<file path="src/sv/dedup_fifo_with_key_lists_assert.svh">
// assertion macros used by the rtl file dfkl_ctrl.sv
`ifndef DEDUP_FIFO_WITH_KEY_LISTS_ASSERT_SVH
`define DEDUP_FIFO_WITH_KEY_LISTS_ASSERT_SVH

// same-cycle implication, disabled while reset is asserted
`define DFKL_ASSERT_IMPLY(lbl, clk, rst_n, ante, cons) \
	lbl: assert property (@(posedge clk) disable iff (!rst_n) (ante) |-> (cons)) \
		else $error("dfkl assertion failed");

// next-cycle implication, disabled while reset is asserted
`define DFKL_ASSERT_NEXT(lbl, clk, rst_n, ante, cons) \
	lbl: assert property (@(posedge clk) disable iff (!rst_n) (ante) |=> (cons)) \
		else $error("dfkl assertion failed");

`endif

</file>
<file path="src/sv/dfkl_pkg.sv">
`default_nettype none

package dfkl_pkg;

	// fixed field widths
	localparam int OP_W     = 1;
	localparam int LETTER_W = 8;
	localparam int KEY_W    = 32;
	localparam int STATUS_W = 3;
	localparam int LEN_W    = 5;
	localparam int KCNT_W   = 4;

	// operation codes
	localparam logic [OP_W-1:0] OP_INSERT = 1'b0;
	localparam logic [OP_W-1:0] OP_REMOVE = 1'b1;

	// result status codes
	typedef enum logic [STATUS_W-1:0] {
		STAT_NEW      = 3'd0,
		STAT_APPENDED = 3'd1,
		STAT_FULL     = 3'd2,
		STAT_REMOVED  = 3'd3,
		STAT_EMPTY    = 3'd4
	} status_t;

	// sequencer states
	typedef enum logic [1:0] {
		ST_IDLE,
		ST_SCAN,
		ST_COMMIT
	} state_t;

	// write enables for the entry memory
	typedef struct packed {
		logic letter_en;
		logic count_en;
	} entry_wr_t;

endpackage

`default_nettype wire

</file>
<file path="src/sv/dfkl_entry_mem.sv">
`default_nettype none

module dfkl_entry_mem #(
	parameter int QUEUE_DEPTH    = 16,
	parameter int KEYS_PER_ENTRY = 8
) (
	input  wire logic                                 clk,
	input  wire logic                                 rd_en,
	input  wire logic [$clog2(QUEUE_DEPTH)-1:0]       rd_addr,
	output logic      [dfkl_pkg::LETTER_W-1:0]        rd_letter,
	output logic      [$clog2(KEYS_PER_ENTRY+1)-1:0]  rd_count,
	input  wire dfkl_pkg::entry_wr_t                  wr,
	input  wire logic [$clog2(QUEUE_DEPTH)-1:0]       wr_addr,
	input  wire logic [dfkl_pkg::LETTER_W-1:0]        wr_letter,
	input  wire logic [$clog2(KEYS_PER_ENTRY+1)-1:0]  wr_count
);
	import dfkl_pkg::*;

	localparam int KW = $clog2(KEYS_PER_ENTRY + 1);

	// letters and key counts per slot; only live slots are ever read
	logic [LETTER_W-1:0] letter_mem [QUEUE_DEPTH];
	logic [KW-1:0]       count_mem  [QUEUE_DEPTH];
	logic [LETTER_W-1:0] rd_letter_q;
	logic [KW-1:0]       rd_count_q;

	// write port
	always_ff @(posedge clk) begin
		if (wr.letter_en) begin
			letter_mem[wr_addr] <= wr_letter;
		end
		if (wr.count_en) begin
			count_mem[wr_addr] <= wr_count;
		end
	end

	// registered read port
	always_ff @(posedge clk) begin
		if (rd_en) begin
			rd_letter_q <= letter_mem[rd_addr];
			rd_count_q  <= count_mem[rd_addr];
		end
	end

	assign rd_letter = rd_letter_q;
	assign rd_count  = rd_count_q;

endmodule

`default_nettype wire

</file>
<file path="src/sv/dfkl_key_mem.sv">
`default_nettype none

module dfkl_key_mem #(
	parameter int QUEUE_DEPTH    = 16,
	parameter int KEYS_PER_ENTRY = 8
) (
	input  wire logic                                            clk,
	input  wire logic                                            wr_en,
	input  wire logic [$clog2(QUEUE_DEPTH*KEYS_PER_ENTRY)-1:0]   wr_addr,
	input  wire logic signed [dfkl_pkg::KEY_W-1:0]               wr_data
);
	import dfkl_pkg::*;

	localparam int KEY_DEPTH = QUEUE_DEPTH * KEYS_PER_ENTRY;

	// key lists, one row of KEYS_PER_ENTRY slots per queue entry
	logic signed [KEY_W-1:0] key_mem [KEY_DEPTH];

	// write port
	always_ff @(posedge clk) begin
		if (wr_en) begin
			key_mem[wr_addr] <= wr_data;
		end
	end

endmodule

`default_nettype wire

</file>
<file path="src/sv/dfkl_ctrl.sv">
`default_nettype none

module dfkl_ctrl #(
	parameter int QUEUE_DEPTH    = 16,
	parameter int KEYS_PER_ENTRY = 8
) (
	input  wire logic                                           clk,
	input  wire logic                                           arst_n,
	// input channel
	input  wire logic                                           in_valid,
	output logic                                                in_stall,
	input  wire logic [dfkl_pkg::OP_W-1:0]                      op,
	input  wire logic [dfkl_pkg::LETTER_W-1:0]                  letter,
	input  wire logic signed [dfkl_pkg::KEY_W-1:0]              key_value,
	// output channel
	output logic                                                out_valid,
	input  wire logic                                           out_stall,
	output logic      [dfkl_pkg::STATUS_W-1:0]                  status,
	output logic      [dfkl_pkg::LEN_W-1:0]                     queue_length,
	output logic      [dfkl_pkg::KCNT_W-1:0]                    entry_key_count,
	// entry memory
	output logic                                                rd_en,
	output logic      [$clog2(QUEUE_DEPTH)-1:0]                 rd_addr,
	input  wire logic [dfkl_pkg::LETTER_W-1:0]                  rd_letter,
	input  wire logic [$clog2(KEYS_PER_ENTRY+1)-1:0]            rd_count,
	output dfkl_pkg::entry_wr_t                                 entry_wr,
	output logic      [$clog2(QUEUE_DEPTH)-1:0]                 entry_wr_addr,
	output logic      [dfkl_pkg::LETTER_W-1:0]                  entry_wr_letter,
	output logic      [$clog2(KEYS_PER_ENTRY+1)-1:0]            entry_wr_count,
	// key memory
	output logic                                                key_wr_en,
	output logic      [$clog2(QUEUE_DEPTH*KEYS_PER_ENTRY)-1:0]  key_wr_addr,
	output logic signed [dfkl_pkg::KEY_W-1:0]                   key_wr_data
);
	import dfkl_pkg::*;

	`include "dedup_fifo_with_key_lists_assert.svh"

	localparam int IW = $clog2(QUEUE_DEPTH);
	localparam int CW = $clog2(QUEUE_DEPTH + 1);
	localparam int KW = $clog2(KEYS_PER_ENTRY + 1);
	localparam int AW = $clog2(QUEUE_DEPTH * KEYS_PER_ENTRY);

	state_t state_q, state_d;

	// captured beat
	logic [OP_W-1:0]         op_q;
	logic [LETTER_W-1:0]     letter_q;
	logic signed [KEY_W-1:0] key_q;

	// queue pointers
	logic [IW-1:0] head_q, tail_q;
	logic [CW-1:0] total_q, total_d;

	// scan bookkeeping
	logic [IW-1:0] scan_ptr_q;
	logic [CW-1:0] scan_left_q;
	logic          rd_valid_s1;
	logic [IW-1:0] rd_addr_s1;
	logic          found_q;
	logic [IW-1:0] slot_q;
	logic [KW-1:0] found_cnt_q;

	// result register
	logic                out_valid_q;
	status_t             out_status_q;
	logic [LEN_W-1:0]    out_len_q;
	logic [KCNT_W-1:0]   out_cnt_q;

	// decode signals
	logic    out_free, hit_s1, scan_issue, scan_miss, commit;
	logic    do_push, do_append, do_pop;
	status_t res_status;
	logic [KW-1:0] res_cnt;
	logic [IW-1:0] wr_slot;
	logic [KW-1:0] wr_pos;

	// increment with wrap at the queue depth
	function automatic logic [IW-1:0] wrap_inc(input logic [IW-1:0] v);
		logic [IW-1:0] r;
		if (v == IW'(QUEUE_DEPTH - 1)) begin
			r = '0;
		end else begin
			r = v + 1'b1;
		end
		return r;
	endfunction

	// shared letter comparator on the registered read data
	assign out_free   = !out_valid_q || !out_stall;
	assign hit_s1     = rd_valid_s1 && (rd_letter == letter_q);
	assign scan_issue = (state_q == ST_SCAN) && !hit_s1 && (scan_left_q != '0);
	assign scan_miss  = (state_q == ST_SCAN) && !hit_s1 && (scan_left_q == '0)
		&& !rd_valid_s1;

	// next state
	always_comb begin
		state_d = state_q;
		unique case (state_q)
			ST_IDLE: begin
				if (in_valid) begin
					if (op == OP_REMOVE || total_q == '0) begin
						state_d = ST_COMMIT;
					end else begin
						state_d = ST_SCAN;
					end
				end
			end
			ST_SCAN: begin
				if (hit_s1 || scan_miss) begin
					state_d = ST_COMMIT;
				end
			end
			ST_COMMIT: begin
				if (out_free) begin
					state_d = ST_IDLE;
				end
			end
			default: state_d = ST_IDLE;
		endcase
	end

	// sequencer outputs
	always_comb begin
		in_stall = 1'b1;
		commit   = 1'b0;
		unique case (state_q)
			ST_IDLE:   in_stall = 1'b0;
			ST_SCAN:   in_stall = 1'b1;
			ST_COMMIT: commit   = out_free;
			default:   in_stall = 1'b1;
		endcase
	end

	// result decode for the captured beat
	always_comb begin
		do_push    = 1'b0;
		do_append  = 1'b0;
		do_pop     = 1'b0;
		res_status = STAT_EMPTY;
		res_cnt    = '0;
		if (op_q == OP_REMOVE) begin
			if (total_q != '0) begin
				do_pop     = 1'b1;
				res_status = STAT_REMOVED;
			end
		end else if (found_q) begin
			if (found_cnt_q >= KW'(KEYS_PER_ENTRY)) begin
				res_status = STAT_FULL;
				res_cnt    = found_cnt_q;
			end else begin
				do_append  = 1'b1;
				res_status = STAT_APPENDED;
				res_cnt    = found_cnt_q + 1'b1;
			end
		end else if (total_q >= CW'(QUEUE_DEPTH)) begin
			res_status = STAT_FULL;
		end else begin
			do_push    = 1'b1;
			res_status = STAT_NEW;
			res_cnt    = KW'(1);
		end
	end

	// entry count after the operation
	always_comb begin
		total_d = total_q;
		if (do_push) begin
			total_d = total_q + 1'b1;
		end else if (do_pop) begin
			total_d = total_q - 1'b1;
		end
	end

	// memory write and read ports
	assign wr_slot         = do_push ? tail_q : slot_q;
	assign wr_pos          = do_push ? KW'(0) : found_cnt_q;
	assign entry_wr.letter_en = commit && do_push;
	assign entry_wr.count_en  = commit && (do_push || do_append);
	assign entry_wr_addr   = wr_slot;
	assign entry_wr_letter = letter_q;
	assign entry_wr_count  = res_cnt;
	assign key_wr_en       = commit && (do_push || do_append);
	assign key_wr_addr     = AW'(wr_slot) * AW'(KEYS_PER_ENTRY) + AW'(wr_pos);
	assign key_wr_data     = key_q;
	assign rd_en           = scan_issue;
	assign rd_addr         = scan_ptr_q;

	// control registers
	always_ff @(posedge clk or negedge arst_n) begin
		if (!arst_n) begin
			state_q     <= ST_IDLE;
			head_q      <= '0;
			tail_q      <= '0;
			total_q     <= '0;
			rd_valid_s1 <= 1'b0;
			found_q     <= 1'b0;
			out_valid_q <= 1'b0;
		end else begin
			state_q     <= state_d;
			rd_valid_s1 <= scan_issue;
			if (in_valid && !in_stall) begin
				found_q <= 1'b0;
			end else if (hit_s1 && state_q == ST_SCAN) begin
				found_q <= 1'b1;
			end
			if (commit) begin
				total_q <= total_d;
				if (do_push) begin
					tail_q <= wrap_inc(tail_q);
				end
				if (do_pop) begin
					head_q <= wrap_inc(head_q);
				end
				out_valid_q <= 1'b1;
			end else if (!out_stall) begin
				out_valid_q <= 1'b0;
			end
		end
	end

	// payload registers
	always_ff @(posedge clk) begin
		if (in_valid && !in_stall) begin
			op_q        <= op;
			letter_q    <= letter;
			key_q       <= key_value;
			scan_ptr_q  <= head_q;
			scan_left_q <= total_q;
		end else if (scan_issue) begin
			scan_ptr_q  <= wrap_inc(scan_ptr_q);
			scan_left_q <= scan_left_q - 1'b1;
		end
		rd_addr_s1 <= scan_ptr_q;
		if (hit_s1 && state_q == ST_SCAN) begin
			slot_q      <= rd_addr_s1;
			found_cnt_q <= rd_count;
		end
		if (commit) begin
			out_status_q <= res_status;
			out_len_q    <= LEN_W'(total_d);
			out_cnt_q    <= KCNT_W'(res_cnt);
		end
	end

	assign out_valid       = out_valid_q;
	assign status          = out_status_q;
	assign queue_length    = out_len_q;
	assign entry_key_count = out_cnt_q;

	// checks on the sequencer and queue pointers
	`DFKL_ASSERT_IMPLY(a_total_bound, clk, arst_n, 1'b1, total_q <= CW'(QUEUE_DEPTH))
	`DFKL_ASSERT_IMPLY(a_empty_ptrs, clk, arst_n, total_q == '0, head_q == tail_q)
	`DFKL_ASSERT_NEXT(a_busy_after_beat, clk, arst_n, in_valid && !in_stall, state_q != ST_IDLE)
	`DFKL_ASSERT_NEXT(a_new_grows, clk, arst_n, commit && res_status == STAT_NEW, total_q == CW'($past(total_q) + 1'b1))

endmodule

`default_nettype wire

</file>
<file path="src/sv/dedup_fifo_with_key_lists.sv">
// channel  | signals                              | beat when
// ---------+--------------------------------------+---------------------------
// input    | in_valid, in_stall, op, letter,      | in_valid && !in_stall
//          | key_value                            |
// output   | out_valid, out_stall, status,        | out_valid && !out_stall
//          | queue_length, entry_key_count        |
//
// a remove, or an insert into an empty queue, goes from idle straight to the commit step
// an insert that matches the entry at queue position p stops its scan at that entry
// an insert with no match compares the letters of all n held entries: one letter
// compare per cycle through the single read port of the entry memory
// arst_n clears pointers, count and sequencer; the stores need no clearing pass
// a held result blocks only the commit step; scanning goes on meanwhile
`default_nettype none

module dedup_fifo_with_key_lists #(
	parameter int QUEUE_DEPTH    = 16,
	parameter int KEYS_PER_ENTRY = 8
) (
	input  wire logic                              clk,
	input  wire logic                              arst_n,
	input  wire logic                              in_valid,
	output logic                                   in_stall,
	input  wire logic [dfkl_pkg::OP_W-1:0]         op,
	input  wire logic [dfkl_pkg::LETTER_W-1:0]     letter,
	input  wire logic signed [dfkl_pkg::KEY_W-1:0] key_value,
	output logic                                   out_valid,
	input  wire logic                              out_stall,
	output logic      [dfkl_pkg::STATUS_W-1:0]     status,
	output logic      [dfkl_pkg::LEN_W-1:0]        queue_length,
	output logic      [dfkl_pkg::KCNT_W-1:0]       entry_key_count
);
	import dfkl_pkg::*;

	localparam int IW = $clog2(QUEUE_DEPTH);
	localparam int KW = $clog2(KEYS_PER_ENTRY + 1);
	localparam int AW = $clog2(QUEUE_DEPTH * KEYS_PER_ENTRY);

	logic                    rd_en;
	logic [IW-1:0]           rd_addr;
	logic [LETTER_W-1:0]     rd_letter;
	logic [KW-1:0]           rd_count;
	entry_wr_t               entry_wr;
	logic [IW-1:0]           entry_wr_addr;
	logic [LETTER_W-1:0]     entry_wr_letter;
	logic [KW-1:0]           entry_wr_count;
	logic                    key_wr_en;
	logic [AW-1:0]           key_wr_addr;
	logic signed [KEY_W-1:0] key_wr_data;

	// sequencer with the shared letter comparator
	dfkl_ctrl #(
		.QUEUE_DEPTH   (QUEUE_DEPTH),
		.KEYS_PER_ENTRY(KEYS_PER_ENTRY)
	) u_ctrl (
		.clk            (clk),
		.arst_n         (arst_n),
		.in_valid       (in_valid),
		.in_stall       (in_stall),
		.op             (op),
		.letter         (letter),
		.key_value      (key_value),
		.out_valid      (out_valid),
		.out_stall      (out_stall),
		.status         (status),
		.queue_length   (queue_length),
		.entry_key_count(entry_key_count),
		.rd_en          (rd_en),
		.rd_addr        (rd_addr),
		.rd_letter      (rd_letter),
		.rd_count       (rd_count),
		.entry_wr       (entry_wr),
		.entry_wr_addr  (entry_wr_addr),
		.entry_wr_letter(entry_wr_letter),
		.entry_wr_count (entry_wr_count),
		.key_wr_en      (key_wr_en),
		.key_wr_addr    (key_wr_addr),
		.key_wr_data    (key_wr_data)
	);

	// letters and key counts per entry
	dfkl_entry_mem #(
		.QUEUE_DEPTH   (QUEUE_DEPTH),
		.KEYS_PER_ENTRY(KEYS_PER_ENTRY)
	) u_entry_mem (
		.clk      (clk),
		.rd_en    (rd_en),
		.rd_addr  (rd_addr),
		.rd_letter(rd_letter),
		.rd_count (rd_count),
		.wr       (entry_wr),
		.wr_addr  (entry_wr_addr),
		.wr_letter(entry_wr_letter),
		.wr_count (entry_wr_count)
	);

	// key lists
	dfkl_key_mem #(
		.QUEUE_DEPTH   (QUEUE_DEPTH),
		.KEYS_PER_ENTRY(KEYS_PER_ENTRY)
	) u_key_mem (
		.clk    (clk),
		.wr_en  (key_wr_en),
		.wr_addr(key_wr_addr),
		.wr_data(key_wr_data)
	);

endmodule

`default_nettype wire
</file>
<file path="config.mk">
export PLATFORM = sky130hd
export DESIGN_NAME = dedup_fifo_with_key_lists
export DESIGN_NICKNAME = d
export VERILOG_FILES = /design/src/sv/dfkl_pkg.sv /design/src/sv/dfkl_entry_mem.sv /design/src/sv/dfkl_key_mem.sv /design/src/sv/dfkl_ctrl.sv /design/src/sv/dedup_fifo_with_key_lists.sv
export VERILOG_INCLUDE_DIRS = /design/src /design/src/sv
export SDC_FILE = /design/constraint.sdc
export NUM_CORES = 1
export LEC_CHECK = 0
export ABC_AREA = 1
export BUFFER_PORTS_ARGS = -buffer_cell sky130_fd_sc_hd__buf_2
export CAP_MARGIN = 20
export CELL_PAD_IN_SITES_DETAIL_PLACEMENT = 1
export CELL_PAD_IN_SITES_GLOBAL_PLACEMENT = 2
export CORE_UTILIZATION = 41
export CTS_CLUSTER_SIZE = 25
export DETAILED_ROUTE_END_ITERATION = 8
export PLACE_DENSITY = 0.78
export SKIP_CTS_REPAIR_TIMING = 1
export SYNTH_ARGS = -nofsm -noshare
export SYNTH_HDL_FRONTEND = slang
export SYNTH_HIERARCHICAL = 1
export SYNTH_SLANG_ARGS = --single-unit
</file>
<file path="constraint.sdc">
create_clock -name clk -period 3.2 [get_ports clk]
set_clock_uncertainty 0.1 [all_clocks]
set_input_delay 0.48 -clock clk [delete_from_list [all_inputs] [get_ports clk]]
set_output_delay 0.48 -clock clk [all_outputs]
set_load 0.02 [all_outputs]
</file>
==> run summary <==
Status: finished, final reports clean
Initial Util: 0.419
Clock Pin Slew Worst Setup and Hold Paths: 0.06 ns
CP Data Arrival Time: 2.88 ns
Switching share of power: 0.366
Power share of the clock group: 0.270
Inserted Diodes: 0
Hold Crit Start: letter[7]
Core area: 27,900 µm²
First-pass GRT wire length: 44.0 mm
WL final: 28.0 mm
Reg2Reg Depth: 5
Tot GR Track Use: 0.198
Setup TNS: 0 ns
1st-iter DRT viols: 460
Post-layout min period: 2.81 ns
Die area: 29,200 µm²
Slew headroom: 0.542
Largest net degree at the start of global routing: 101
Width of the die: 171 µm
Crit Path Max Fanout: 14
Final hold viol count: 0
Hold Path End: u_ctrl/entry_wr_letter[7]
Post-route ant nets: 0
Worst-Margin Slew: 0.682 ns
Setup-failing EPs final: 0
Number of max-cap violations: 0
H-Tree Depth: 1
Dpl cells: 1,539
Buffers on Ports: 26
Peak supply drop: 617 µV
Antenna violations before repair: 0
Number of synthesis warnings: 6
Via count: 7,809
CTS buffer count: 29
Mean Syn Cell Area: 10.3 µm²
Worst-case clock buffer depth: 3
WP data required: 3.27 ns
Clock Tree Root: clkbuf_16
Layout cells sized above 1: 0.102
Post-DP HPWL: 18.2 mm
Aggregate global routing overflow: 0
Post-synthesis cell area: 11,700 µm²
Sequential share of power: 0.407
CP Launch Type: register
Reg-to-Reg Start: u_ctrl/op_q
Vias/cell: 4.89
Final Non-Filler Cells: 1,596
Remaining DRCs: 0
TritonCTS clock tree: done
Slew Limit Fails: 0
FF-to-FF setup slack: 0.39 ns
# clock sinks: 264
RR Endpoint: u_entry_mem/count_mem[7][2]
Class of the worst hold path: input pin to register
Post-Synthesis Cells: 1,140
Nets: 1,253
Initial DRT Pass Iterations: 5
Fmax: 356 MHz
Unrepaired setup endpoints after global routing: no
CP Capture Type: register
Worst Hold Depth: 1
Lkg Pwr: 5.65 nW
Crit Path Class: register to register
GP Congestion: 0.754
Comb pwr share: 0.323
Vias in the first global route: 8,187
Synth Net Count: 1,195
Chip Height: 171 µm
NetSw: 0.00414 W
Power per Cell Area: 850 nW/µm²
Rows: 61
Boundary pin count: 59
Clk_lat worst skew: 0.55 ns
Area Overhead vs Synth: 13.7%
Tcrit/Tclk final: 0.879
Internal Power: 0.00717 W
# fillers: 3,124
Post-DR wirelength/cell: 17.6 µm
## routing by layer
| metal | wire (µm) | track usage | vias up |
|---|---|---|---|
| met5 | 0 | 0 | - |
| met4 | 585 | 0.0485 | 0 |
| met3 | 671 | 0.0250 | 37 |
| met2 | 14000 | 0.354 | 87 |
| met1 | 12800 | 0.253 | 3863 |
| li1 | - | - | 3822 |
## how the worst max path moves through the flow
| stage | start | end | depth (start not counted) |
|---|---|---|---|
| final | u_ctrl/op_q | u_entry_mem/count_mem[7][2] | 5 |
| after floorplan | u_ctrl/op_q | u_entry_mem/letter_mem[11][0] | 6 |
| after detailed placement | u_ctrl/op_q | u_entry_mem/count_mem[7][2] | 5 |
| after global routing | u_ctrl/found_q | u_entry_mem/count_mem[7][2] | 5 |
| after CTS | u_ctrl/op_q | u_entry_mem/count_mem[7][2] | 5 |
| after global placement | u_ctrl/op_q | u_entry_mem/count_mem[11][2] | 5 |
## registers in the layout, summed over array words and instances (netlist names), 5 cells and up
| register | count |
|---|---|
| u_ctrl/queue_length | 5 |
| u_ctrl/total_q | 5 |
| u_entry_mem/rd_letter | 8 |
| u_entry_mem/letter_mem | 128 |
| u_ctrl/scan_left_q | 5 |
| u_ctrl/entry_wr_letter | 8 |
| u_entry_mem/count_mem | 64 |
## power groups by stage
stage	Sequential [W]	Combinational (W)	Clock (W)
2_1_floorplan	0.00471	0.00250	0
3_3_place_gp	0.00466	0.00363	0
3_5_place_dp	0.00467	0.00372	0
4_1_cts	0.00461	0.00375	0.00313
5_1_grt	0.00464	0.00411	0.00324
6_report	0.00460	0.00365	0.00305
## metrics by stage
| step | util | total power [W] | setup slack [ns] | hold WS, ns | instance area (µm²) |
|---|---|---|---|---|---|
| 3_3_place_gp | 0.443 | 0.00829 | 0.467 | 0.287 | 12400 |
| 4_1_cts | 0.474 | 0.0115 | 0.438 | -0.225 | 13200 |
| 5_1_grt | 0.476 | 0.0120 | 0.179 | 0.000764 | 13300 |
| 6_report | 0.476 | 0.0113 | 0.388 | 0.00392 | 13300 |
| 2_1_floorplan | - | 0.00721 | 0.683 | 0.0844 | 11700 |
| 3_5_place_dp | 0.443 | 0.00839 | 0.438 | 0.295 | 12400 |
## area by class of cell
type,count,area [µm²],share of cell area
clock buffers,34,744,0.0560
clock inverters,17,120,0.00903
inverters,202,761,0.0572
multi-input cells,630,2880,0.217
flip-flops and latches,264,7800,0.586
well taps,378,473,0.0356
repair buffers,71,520,0.0391
## critical path, cell delays in order (launching register included)
cell and delay, ns:
edfxtp_1 0.53, inv_2 0.14, nand3_4 0.20, o21ai_0 0.60
nand2_1 0.29, nor3_1 0.58
## layout by cell type, fill, tap and decap left out, types with 5 or more instances in the layout
cell           count
nand2_1          337
edfxtp_1         242
inv_1            196
nand3_1          165
nor2_1            42
buf_4             36
clkbuf_16         29
buf_2             26
o21ai_0           20
dfrtp_1           18
nor3_1            12
ha_1              10
a21oi_1            7
clkinv_1           6
dlygate4sd3_1      6
xor2_1             6
clkbuf_1           5
inv_2              5
No activity file was read; power rests on OpenSTA's default activity.
